$ cat config.mk
export PLATFORM = sky130hd
export DESIGN_NAME = lifn_divider
export DESIGN_NICKNAME = d
export VERILOG_FILES = /design/src/rtl/lifn_pkg.sv /design/src/rtl/lifn_divider.sv
export SDC_FILE = /design/constraint.sdc
export NUM_CORES = 2
export LEC_CHECK = 0
export BUFFER_PORTS_ARGS = -buffer_cell sky130_fd_sc_hd__buf_2
export CORE_ASPECT_RATIO = 1.4
export CORE_MARGIN = 2
export CORE_UTILIZATION = 40
export DETAILED_ROUTE_END_ITERATION = 8
export PLACE_DENSITY = 0.61
export SYNTH_ARGS = -nofsm -noshare
export SYNTH_HDL_FRONTEND = slang
export SYNTH_SLANG_ARGS = --single-unit
$ cat constraint.sdc
create_clock -name clk -period 19.9 [get_ports clk]
set_input_delay 3.98 -clock clk [delete_from_list [all_inputs] [get_ports clk]]
set_output_delay 3.98 -clock clk [all_outputs]
set_load 0.01 [all_outputs]
$ cat src/rtl/lifn_pkg.sv
`timescale 1ns / 1ps
// ----------------------------------------------------------------------------
// LIF neuron update package
// Shared types, constants and register indices for the neuron update block.
// ----------------------------------------------------------------------------
package lifn_pkg;

  localparam int NEURONS_DEFAULT = 1024;
  localparam int FIFO_DEPTH_DEFAULT = 32;
  localparam int CFG_INDEX_W = 3;
  localparam int CFG_DATA_W = 32;
  localparam int DIV_STAGES = 8;
  localparam int DIV_BITS_PER_STAGE = 2;

  localparam logic [16:0] ONE_Q16 = 17'd65536;
  localparam logic [31:0] MAX_Q16 = 32'h7fff_ffff;

  localparam logic [16:0] LEAK_FACTOR_RESET = 17'd3277;
  localparam logic [16:0] STEP_TIME_RESET = 17'd66;
  localparam logic [30:0] STEP_RATE_RESET = 31'd65536000;
  localparam logic [30:0] REFRACTORY_PERIOD_RESET = 31'd131;

  typedef logic [CFG_INDEX_W-1:0] cfg_index_t;

  localparam cfg_index_t CFG_LEAK_FACTOR = 3'd0;
  localparam cfg_index_t CFG_STEP_TIME = 3'd1;
  localparam cfg_index_t CFG_STEP_RATE = 3'd2;
  localparam cfg_index_t CFG_REFRACTORY_PERIOD = 3'd3;

  typedef struct packed {
    logic [9:0] neuron_index;
    logic signed [31:0] input_current;
  } item_t;

  typedef struct packed {
    logic [9:0] spike_neuron;
    logic spike;
  } result_t;

  typedef struct packed {
    logic valid;
    logic live;
    logic [9:0] idx;
  } ctl_t;

  typedef struct packed {
    ctl_t ctl;
    logic [30:0] refr;
    logic [16:0] v_new;
    logic spike;
    logic dv_pos;
    logic sat;
  } div_tag_t;

endpackage

$ cat src/rtl/lifn_divider.sv
`timescale 1ns / 1ps
// ----------------------------------------------------------------------------
// LIF overshoot divider
// Pipelined restoring divider giving a 16-bit fraction of rem / divisor.
// ----------------------------------------------------------------------------
module lifn_divider (
  input  logic                clk,
  input  logic                rst,
  input  lifn_pkg::div_tag_t  tag,
  input  logic [33:0]         rem,
  input  logic [33:0]         divisor,
  output lifn_pkg::div_tag_t  tag_out,
  output logic [15:0]         quotient,
  output lifn_pkg::ctl_t      stage_ctl [lifn_pkg::DIV_STAGES]
);
  import lifn_pkg::*;

  div_tag_t tag_q [DIV_STAGES];
  logic [33:0] rem_q [DIV_STAGES];
  logic [33:0] d_q [DIV_STAGES];
  logic [15:0] q_q [DIV_STAGES];

  for (genvar s = 0; s < DIV_STAGES; s++) begin : g_stage
    div_tag_t tag_in;
    logic [33:0] rem_in, d_in, rem_nx;
    logic [15:0] q_in, q_nx;
    logic [34:0] shifted;

    if (s == 0) begin : g_first
      assign tag_in = tag;
      assign rem_in = rem;
      assign d_in = divisor;
      assign q_in = '0;
    end else begin : g_rest
      assign tag_in = tag_q[s-1];
      assign rem_in = rem_q[s-1];
      assign d_in = d_q[s-1];
      assign q_in = q_q[s-1];
    end

    always_comb begin
      rem_nx = rem_in;
      q_nx = q_in;
      for (int b = 0; b < DIV_BITS_PER_STAGE; b++) begin
        shifted = {rem_nx, 1'b0};
        if (shifted >= {1'b0, d_in}) begin
          rem_nx = 34'(shifted - {1'b0, d_in});
          q_nx = {q_nx[14:0], 1'b1};
        end else begin
          rem_nx = shifted[33:0];
          q_nx = {q_nx[14:0], 1'b0};
        end
      end
    end

    always_ff @(posedge clk) begin
      tag_q[s] <= tag_in;
      rem_q[s] <= rem_nx;
      d_q[s] <= d_in;
      q_q[s] <= q_nx;
      if (rst) begin
        tag_q[s].ctl.valid <= 1'b0;
      end
    end

    assign stage_ctl[s] = tag_q[s].ctl;
  end

  assign tag_out = tag_q[DIV_STAGES-1];
  assign quotient = q_q[DIV_STAGES-1];

endmodule

# == Yosys cells after proc, flatten, opt, wreduce, memory -nomap -nowiden ==
# Memories as Yosys holds them, arrays and structs flattened.
# Index checks and enable logic that the tools add are counted.
# word_totals
register_bits,0
ramBits,1176
n_memories,4
# classes
n_addsub,16
order_cmp,16
mux,42
n_bitwise,8
# memory_table
name,depth,word_bits,rd,rd_ports_with_merged_regs,write_ports,line,text
tag_q,8,63,8,0,8,lifn_divider.sv:18,div_tag_t tag_q [DIV_STAGES];
d_q,8,34,7,0,8,lifn_divider.sv:20,logic [33:0] d_q [DIV_STAGES];
rem_q,8,34,7,0,8,lifn_divider.sv:19,logic [33:0] rem_q [DIV_STAGES];
q_q,8,16,8,0,8,lifn_divider.sv:21,logic [15:0] q_q [DIV_STAGES];
# op_table
cell,n
greater-or-equal comparator 35 x 34 -> 1 bit,16
2-to-1 mux 34 bit,16
subtractor 34 bit,16
2-to-1 mux 1 bit,26
OR 1 bit (first input constant),8

# == Depth between registers and ports, before layout ==
# An unclocked memory read counts as a cell.
# logic_depth
ltp_word,5
mapped_depth,29

# == Worst setup path before layout ==
# OpenSTA, ideal clock, no wires.
# synth_timing
path_type,input to register
start,in divisor[25]
end,mem rem_q[0][31]
setup_ns,0.123
arrival_time_ns,9.406
slack_ns,10.371
cell_stages,24
cell_sequence,inv_1 ha_1 and3_1 nand2_1 or3_1 o31ai_1 a31oi_1 nor2_1 buf_1 clkbuf_1 mux2_2 ha_1 a21o_1 a21o_1 a21o_1 a21o_1 a32oi_1 and3_1 nor2_1 o32ai_1 nor3b_1 a31oi_1 buf_2 mux2_1
# synth_rtl
item,line,text
start: declaration,lifn_divider.sv:11,"input logic [33:0] divisor,"
end: declaration,lifn_divider.sv:19,

==> flow_summary.ini <==
[worst_setup_path]
path_buf_inv = 3
crit_fanout = 34
slowest_delay_ns = 0.72
critical_path_required_ns = 20.49
end_kind = flip-flop
crit_slowest_cell = o32ai_1
cp-start-kind = input pin
critPathTopFamily = compound AO/OA/AOI/OAI gates
path_class = in2reg
cp.arrival_ns = 10.93

[sta]
tns_ns = 0
period_minus_slack_ns = 10.33
relSlewSlack_pct = 16.67
fin_crit_sh_pct = 51.93
fmax_ghz = 0.09676
worst_slack_ns = 9.565
rsz0062_at_grt = false
tightest_slew_ns = 1.240
slew_viol_final = 0
clock_skew_ns = 0.05444
finalSetupViolCount = 0
hold_viol = 0

[clock_network]
cts_tree = done
cts_resized = 0
clk_pin_slew_worst_paths_ns = 0.07
root_buffer = clkbuf_16
clk_path_buf_depth = 3
htreeDepth = 3
cts_hold_buf = 0
clk_latency_ns = 0.75
cts_buffers = 102
cts_setup_buffers = 0
clock_sinks = 1052

[run_status]
violations = DRC
status = finished, violations left

[final_layout]
area_growth_pct = 11.36
nets = 6719
fin_util_pct = 44.84
fillerInstances = 13282
drive_gt1_share_pct = 13.93
design_area_sq_mm = 0.06095

[floorplanning]
io_pins = 308
die_area_sq_mm = 0.1399
core_area_sq_mm = 0.1359
num_rows = 160
die_x_microns = 316.6
initial_utilization_pct = 40.27
die_h_microns = 441.7

[logic_synthesis]
syn-instance-count = 5835
syn-cell-area_sq_mm = 0.05474
synth.cells.most_frequent = dfxtp_1, a21oi_1, ha_1, inv_1, nor2_1
ys_top_cells_by_area = dfxtp_1, ha_1, mux2_2, a21oi_1, xnor2_1
ys_ff_latch = 1052
yosys_most_used_dff = dfxtp_1
ys_seq_area_share_pct = 38.48
netlist.top_cell.by_area = dfxtp_1
synth_most_common_cell = dfxtp_1
yosysWarnings = 0
yosysTopAreaCellShare_pct = 38.48
ys_async_sr_fraction_pct = 0
synth.net_count = 6512
synth_area_per_cell_sq_um = 9.381
synthDistinctLibCells = 91
synth-edff-count = 0

[detailed_routing]
post_drt_via_cell_ratio = 5.217
postRouteAntennaNets = 0
drtPass1Iterations = 7
drc = 2
drt_iter0_drc = 1620
routed_wl_microns = 136400
wl_per_cell_microns = 17.25
vias = 41258

[flow_run]
maxCapViolations = 0

[place]
place_area_sq_mm = 0.05742
hpwl_microns = 110700
dp_slack_ns = 8.712
io_buffers = 307
place_congestion = 0.9431

[grt]
track_usage_pct = 19.14
grt_util_met3_pct = 2.496
grt_max_degree = 61
grt.met2_usage_pct = 36.30
grt.overflow.total = 0
grtUsageMet1_pct = 19.11
antenna_found_initial = 0
grt_most_used_layer = met2
grt_pass1_vias = 41987
grt_first_pass_wirelength_microns = 214600

[worst_hold_path]
hp-class = reg2reg
## routing by layer
metal	routed length (microns)	part of all wire [%]	vias to the layer above
met5	0	0	-
met3	3767	2.8	345
met1	51910	38	19070
li1	-	-	21097
met2	70820	52	746
met4	9930	7.3	0
## sequential cells by signal, indices dropped and copies added (netlist names)
| signal | count |
|---|---|
| d_q | 238 |
| q_q | 72 |
| tag_q | 504 |
| rem_q | 238 |
## worst paths after layout
kind / from / end / slack, ns / cells after the start
setup / recovery: divisor[1] / rem_q[0][2] / 9.57 / 25
hold reg to reg: tag_q[1][109] / tag_q[1][172] / 0.31 / 0
hold / removal: tag_q[1][109] / tag_q[1][172] / 0.31 / 0
setup reg to reg: d_q[3][1] / rem_q[4][1] / 11.58 / 26
## stage by stage
stage | instances | hold slack, ns
floorplan | 5835 | 0.3096
global placement | 7720 | 0.3097
detailed placement | 7720 | 0.3121
CTS | 7907 | 0.2987
global route | 7907 | 0.3128
finish | 7908 | 0.3051
## final cells by class
class	instances	area, sq um	area share, %
multi-input cells	4149	30910	50.72
flip-flops and latches	1052	21060	34.55
clock inverters	55	698.2	1.145
clock buffers	132	2836	4.653
diodes	1	2.502	0.004105
repair buffers	324	1664	2.730
inverters	413	1550	2.543
well taps	1782	2230	3.658
## cell usage in the layout (no fill, tap or decap), drive strengths merged, types with 20 or more instances in the layout
master,count
a211oi,54
a21o,254
a21oi,544
a221oi,20
a31oi,61
and2,30
and3,42
buf,324
clkbuf,132
clkinv,29
dfxtp,1052
ha,536
inv,426
mux2,330
nand2,286
nand2b,46
nand3,88
nand4,75
nor2,352
nor2b,67
nor3,83
nor4,20
o211ai,37
o21a,76
o21ai,302
o21bai,85
o31ai,34
or2,20
or3,20
xnor2,299
xor2,136
## kinds of logic after synthesis
group,count (synthesis),synth area share (%)
AOI/OAI and AO/OA,1651,19.35
xor gates and xnor gates,435,6.960
adders and majority gates,544,12.54
buffers and inverters,634,5.143
DFF,1052,38.48
muxes,343,7.219
and+or+nand+nor,1176,10.31
Power is not shown: default switching activity piles up to over one toggle a cycle in this logic, so the estimate is an artifact.
