[src/rtl/lifn_pkg.sv]
`timescale 1ns / 1ps
// ----------------------------------------------------------------------------
// LIF neuron update package
// Shared types, constants and register indices for the neuron update block.
// ----------------------------------------------------------------------------
package lifn_pkg;

  localparam int NEURONS_DEFAULT = 1024;
  localparam int FIFO_DEPTH_DEFAULT = 32;
  localparam int CFG_INDEX_W = 3;
  localparam int CFG_DATA_W = 32;
  localparam int DIV_STAGES = 8;
  localparam int DIV_BITS_PER_STAGE = 2;

  localparam logic [16:0] ONE_Q16 = 17'd65536;
  localparam logic [31:0] MAX_Q16 = 32'h7fff_ffff;

  localparam logic [16:0] LEAK_FACTOR_RESET = 17'd3277;
  localparam logic [16:0] STEP_TIME_RESET = 17'd66;
  localparam logic [30:0] STEP_RATE_RESET = 31'd65536000;
  localparam logic [30:0] REFRACTORY_PERIOD_RESET = 31'd131;

  typedef logic [CFG_INDEX_W-1:0] cfg_index_t;

  localparam cfg_index_t CFG_LEAK_FACTOR = 3'd0;
  localparam cfg_index_t CFG_STEP_TIME = 3'd1;
  localparam cfg_index_t CFG_STEP_RATE = 3'd2;
  localparam cfg_index_t CFG_REFRACTORY_PERIOD = 3'd3;

  typedef struct packed {
    logic [9:0] neuron_index;
    logic signed [31:0] input_current;
  } item_t;

  typedef struct packed {
    logic [9:0] spike_neuron;
    logic spike;
  } result_t;

  typedef struct packed {
    logic valid;
    logic live;
    logic [9:0] idx;
  } ctl_t;

  typedef struct packed {
    ctl_t ctl;
    logic [30:0] refr;
    logic [16:0] v_new;
    logic spike;
    logic dv_pos;
    logic sat;
  } div_tag_t;

endpackage

[src/rtl/lifn_fifo.sv]
`timescale 1ns / 1ps
// ----------------------------------------------------------------------------
// LIF result FIFO
// Holds finished results until the downstream side takes them.
// ----------------------------------------------------------------------------
module lifn_fifo #(
  parameter int DEPTH = 32,
  localparam int AW = (DEPTH > 1) ? $clog2(DEPTH) : 1
) (
  input  logic               clk,
  input  logic               rst,
  input  logic               push,
  input  lifn_pkg::result_t  push_data,
  input  logic               pop,
  output logic               not_empty,
  output lifn_pkg::result_t  head
);
  import lifn_pkg::*;

  result_t slots [DEPTH];
  logic [AW-1:0] wr_ptr, rd_ptr;
  logic [AW:0] count;

  always_ff @(posedge clk) begin
    if (push) begin
      slots[wr_ptr] <= push_data;
    end
    if (rst) begin
      wr_ptr <= '0;
      rd_ptr <= '0;
      count <= '0;
    end else begin
      if (push) begin
        wr_ptr <= (wr_ptr == AW'(DEPTH - 1)) ? '0 : AW'(wr_ptr + 1'b1);
      end
      if (pop) begin
        rd_ptr <= (rd_ptr == AW'(DEPTH - 1)) ? '0 : AW'(rd_ptr + 1'b1);
      end
      count <= (AW+1)'(count + push - pop);
    end
  end

  assign not_empty = (count != '0);
  assign head = slots[rd_ptr];

endmodule

[config.mk]
export PLATFORM = sky130hd
export DESIGN_NAME = lifn_fifo
export DESIGN_NICKNAME = d
export VERILOG_FILES = /design/src/rtl/lifn_pkg.sv /design/src/rtl/lifn_fifo.sv
export SDC_FILE = /design/constraint.sdc
export NUM_CORES = 1
export LEC_CHECK = 0
export ABC_AREA = 1
export BUFFER_PORTS_ARGS = -buffer_cell sky130_fd_sc_hd__buf_2
export CORE_ASPECT_RATIO = 0.7
export CORE_MARGIN = 2
export CORE_UTILIZATION = 30
export CTS_CLUSTER_SIZE = 10
export DETAILED_ROUTE_END_ITERATION = 8
export SKIP_CTS_REPAIR_TIMING = 1
export SKIP_LAST_GASP = 1
export SLEW_MARGIN = 40
export SYNTH_ARGS = -nofsm -noshare
export SYNTH_HDL_FRONTEND = slang
export SYNTH_SLANG_ARGS = --single-unit
export TNS_END_PERCENT = 10
[constraint.sdc]
create_clock -name clk -period 2.91 [get_ports clk]
set_input_delay 0.873 -clock clk [delete_from_list [all_inputs] [get_ports clk]]
set_output_delay 0.873 -clock clk [all_outputs]
set_load 0.05 [all_outputs]
Yosys cells after proc, flatten, opt, wreduce, memory -nomap -nowiden
Memory sizes are Yosys's and may differ from the RTL's. A register that Yosys moved wholly into a read port is not among the register bits.
Cells that the tools add are included.
- flip-flop bits (word level): 16
- input port bits: 15
- logic and storage cells: 17
- RAM bits: 352
- output and inout bits: 12
- memories kept: 1
- multiplexer cells: 6
- equality and inequality tests: 2
- $add $sub $neg: 4
- reductions and logical operators: 1
- memory list (name ; words ; bits a word ; rd ports ; clocked after Yosys merged registers in ; write ports ; line ; source):
    slots ; 32 ; 11 ; 1 ; 1 ; 1 ; lifn_fifo.sv:20 ; result_t slots [DEPTH];
- operator list (cell ; count):
    $mux 5 ; 4
    $add 5x1->5 const B ; 2
    $eq 5x5->1 const B ; 2
    $add 6x1->6 ; 1
    $reduce_bool 6->1 ; 1
    $sub 6x1->6 ; 1
    $mux 1 ; 2

Longest topological paths before layout
- depth in word-level cells: 4
- gate-level depth with buffers: 12
- mapped depth without buffers: 10

Worst setup path before layout
Ideal clock, no wire load.
- kind: input to register
- start point: input port pop
- end point: register count[4]
- cell stages on the path: 8
- slack: 553 ps
- library setup time: 70 ps
- data arrival time: 2288 ps
- buffers on the path: 0
- required time: 2840 ps
- cells stage by stage: ha_1 > inv_1 > ha_1 > inv_1 > fa_1 > o31ai_1 > o21ai_0 > a21oi_1
- longest elaborated chain between the ends: 1
- RTL lines (element ; line ; source):
    start, declared ; lifn_fifo.sv:14 ; input logic pop,
    $sub 6x1->6 ; lifn_fifo.sv:39 ; count <= (AW+1)'(count + push - pop);
    end signal, assigned ; lifn_fifo.sv:39 ;
    end, declared ; lifn_fifo.sv:22 ; logic [AW:0] count;
No other way between the ends.
A chain may end at the register's enable or synchronous reset.

==> impl_metrics.py <==
metrics = {
    "outcome": {
        "status": "finished, violations left",
        "violations": "negative setup slack",
    },
    "flow_run": {
        "cap_violations": 0,
    },
    "setup_path": {
        "crit_required_ps": 2040,
        "timing.rr.end": "count[4]",
        "cp_slowest_cell": "dfxtp_4",
        "cp-start-kind": "flip-flop",
        "worst_r2r_path_depth": 9,
        "worstPathCellList": "buf_12 > buf_4 > clkbuf_16 > nand2_1 > nand3_1 > nand3_1 > nand2_2 > nand2_1 > nand2_1 > nand2_1 > nand2_2 > buf_8",
        "worstPathArrival_ps": 2290,
        "crit_path_max_incr_delay_ps": 390,
        "crit_path_max_fanout": 11,
        "critPathKind": "flip-flop to primary output",
        "worstReg2RegStart": "count[0]",
        "crit_top_cell": "nand2_1",
        "crit_path_end_kind": "primary output",
        "r2r_setup_slack_ps": 960,
    },
    "power_and_ir_drop": {
        "p_leak_uw": 0.00678,
        "peakVddDrop_v": 0.000336,
        "p_per_area_nw_per_um2": 664,
        "totalPowerFinal_uw": 12200,
    },
    "global_route": {
        "grt_max_degree": 74,
        "antenna_found_initial": 0,
        "grt_usage_pct": 14.5,
        "grt_pass1_wl_mm": 58.8,
        "grt_overflow_total": 0,
        "grt_pass1_vias": 9483,
    },
    "sta": {
        "finClkSkew_ps": 26.9,
        "fin_crit_sh_pct": 109,
        "setup_viol_count_final": 11,
        "final_hold_viol_count": 0,
        "whs_ps": 521,
        "fin_ws_ps": -254,
        "drv_slew": 0,
        "period_needed_ps": 3160,
        "max-slew-margin-rel_pct": 47.0,
        "tightest_slew_ps": 793,
        "rsz0062_at_grt": "true",
        "clock.fmax_mhz": 316,
    },
    "detailed_routing": {
        "routed_wl_mm": 41.5,
        "drc": 0,
        "via_count": 10300,
        "dr.first_iter.drc_count": 1292,
        "ant_nets": 0,
        "wire_per_inst_um": 19.7,
        "firstDrtPassIters": 5,
        "vias_per_cell": 4.89,
    },
    "synthesis": {
        "synth_area_leaders": "edfxtp_1 (69%), nand2_1 (12%), nand3_1 (8.8%)",
        "synth_compound_area_share_pct": 0.739,
        "ys_seq_elements": 373,
        "syn_inst": 1353,
        "synth_xor_area_share_pct": 0.0568,
        "synth_edf_count": 352,
        "synth-seq-area-share_pct": 71.3,
        "netlist_area_sq_um": 15400,
        "synthArstFlopShare_pct": 0,
        "yosys.area_share.simple_pct": 22.8,
        "muxShareOfSynthArea_pct": 0,
        "synth_top_area_share_pct": 68.6,
        "post-synth-top-count-cell": "nand2_1",
        "ys_top_cells_by_count": "nand2_1 (512), edfxtp_1 (352), nand3_1 (272), nor2_1 (43), buf_2 (32)",
        "synth-adder-area-share_pct": 1.35,
        "ys_warn_count": 0,
        "synth_top_area_cell": "edfxtp_1",
        "synth_cell_type_count": 29,
        "synth.avg_cell_area_sq_um": 11.4,
        "synth_top_family_by_area": "simple AND/OR/NAND/NOR gates",
        "synth_flop_cell": "edfxtp_1",
        "synth_nets": 1384,
    },
    "floorplanning": {
        "rows": 69,
        "die_y_um": 194,
        "dieArea_sq_um": 53200,
        "start_util_pct": 30.4,
        "pin_count": 27,
        "die_w_um": 275,
        "core_area_sq_um": 50800,
    },
    "clock_tree": {
        "path_clk_slew_ps": 50,
        "cts_num_sinks": 373,
        "ctsHtreeMaxLevel": 2,
        "clockBufferDepth": 3,
        "cts-root-buf": "clkbuf_16",
        "insertion_delay_ps": 560,
        "cts-buffers-inserted": 43,
        "cts_tree": "done",
    },
    "final_layout": {
        "syn_to_final_growth_pct": 19.5,
        "drive_gt1_share_pct": 13.8,
        "fill_cells": 4844,
        "n_antenna_cell": 0,
        "nets": 1457,
        "fin_cells": 2110,
    },
    "min_path": {
        "hp-class": "flip-flop to flip-flop",
        "min_from": "rd_ptr[3]",
        "hold_depth": 2,
    },
    "place": {
        "dp.cells": 2035,
        "pre_cts_slack_ps": 169,
        "dp_hpwl_mm": 23.0,
        "port_buffers": 26,
        "gp_congestion": 0.816,
    },
}
==> final cells by class <==
type / instances / area (sq um) / share of cell area (%)
clock inverter: 3 / 33.8 / 0.184
multi-input combinational: 876 / 4000 / 21.7
clock buffer: 52 / 1130 / 6.14
tap: 674 / 843 / 4.58
timing repair buffer: 101 / 1260 / 6.87
inverter: 30 / 125 / 0.680
sequential: 373 / 11000 / 59.8
timing repair inverter: 1 / 11.3 / 0.0612
==> critical path: cells and delay by family, from the launching register on <==
kind | cells | cell delay (ps)
AND/OR/NAND/NOR | 8 | 790
buffers and inverters | 4 | 570
flip-flops | 1 | 390
==> how the worst max path moves through the flow <==
| stage | slack, ps | end | start | depth (start not counted) |
|---|---|---|---|---|
| after floorplan | 550 | count[4] | pop | 8 |
| after global routing | -350 | head[2] | flip-flop | 13 |
| final | -250 | head[4] | flip-flop | 12 |
| after CTS | -440 | head[2] | flip-flop | 11 |
| after detailed placement | 170 | head[2] | flip-flop | 11 |
| after global placement | 160 | head[2] | flip-flop | 11 |
==> per-layer routing <==
| layer | GRT usage (%) | part of all wire, % | vias up |
|---|---|---|---|
| met4 | 3.14 | 1.5 | 0 |
| met1 | 23.5 | 48 | 4963 |
| met3 | 3.33 | 11 | 50 |
| met5 | 0 | 0 | - |
| li1 | - | - | 4819 |
| met2 | 19.2 | 39 | 491 |
==> kinds of logic after synthesis <==
family	after synthesis
xor+xnor	1
simple gates	838
fa+ha+maj	16
flops	373
buf+inv	104
compound gates	21
==> flip-flops by register name, summed over array words and instances, names as in the netlist, named ones only <==
name	flops
slots	352
count	6
rd_ptr	5
wr_ptr	5
==> per-stage QoR <==
stage,setup TNS (ps),util [%],instance area [sq um]
floorplan,0,-,15400
global placement,0,32.6,16500
detailed placement,0,32.6,16500
CTS,-3980,34.8,17700
global route,-3650,36.3,18400
finish,-2470,36.3,18400
==> report_power, final <==
group	total, uW	switching [uW]	internal, uW	leakage [uW]
combinational	1530	1020	519	0.00287
sequential	5990	39.7	5950	0.00335
clock	4700	1990	2700	0.000567
total	12200	3050	9170	0.00678
==> placed cells by master (no fill, tap or decap), types with 2 or more instances in the layout <==
cell type,instances
a21oi_1,11
buf_12,13
buf_16,5
buf_2,15
buf_4,40
buf_6,13
buf_8,3
clkbuf_1,8
clkbuf_16,56
clkinv_8,2
dfxtp_1,18
dfxtp_4,2
edfxtp_1,352
ha_1,15
inv_1,27
nand2_1,486
nand2_2,25
nand3_1,254
nand3_2,18
nand4_1,3
nor2_1,43
nor3_1,5
o21ai_0,6
Power figures use the tool's default switching activity.
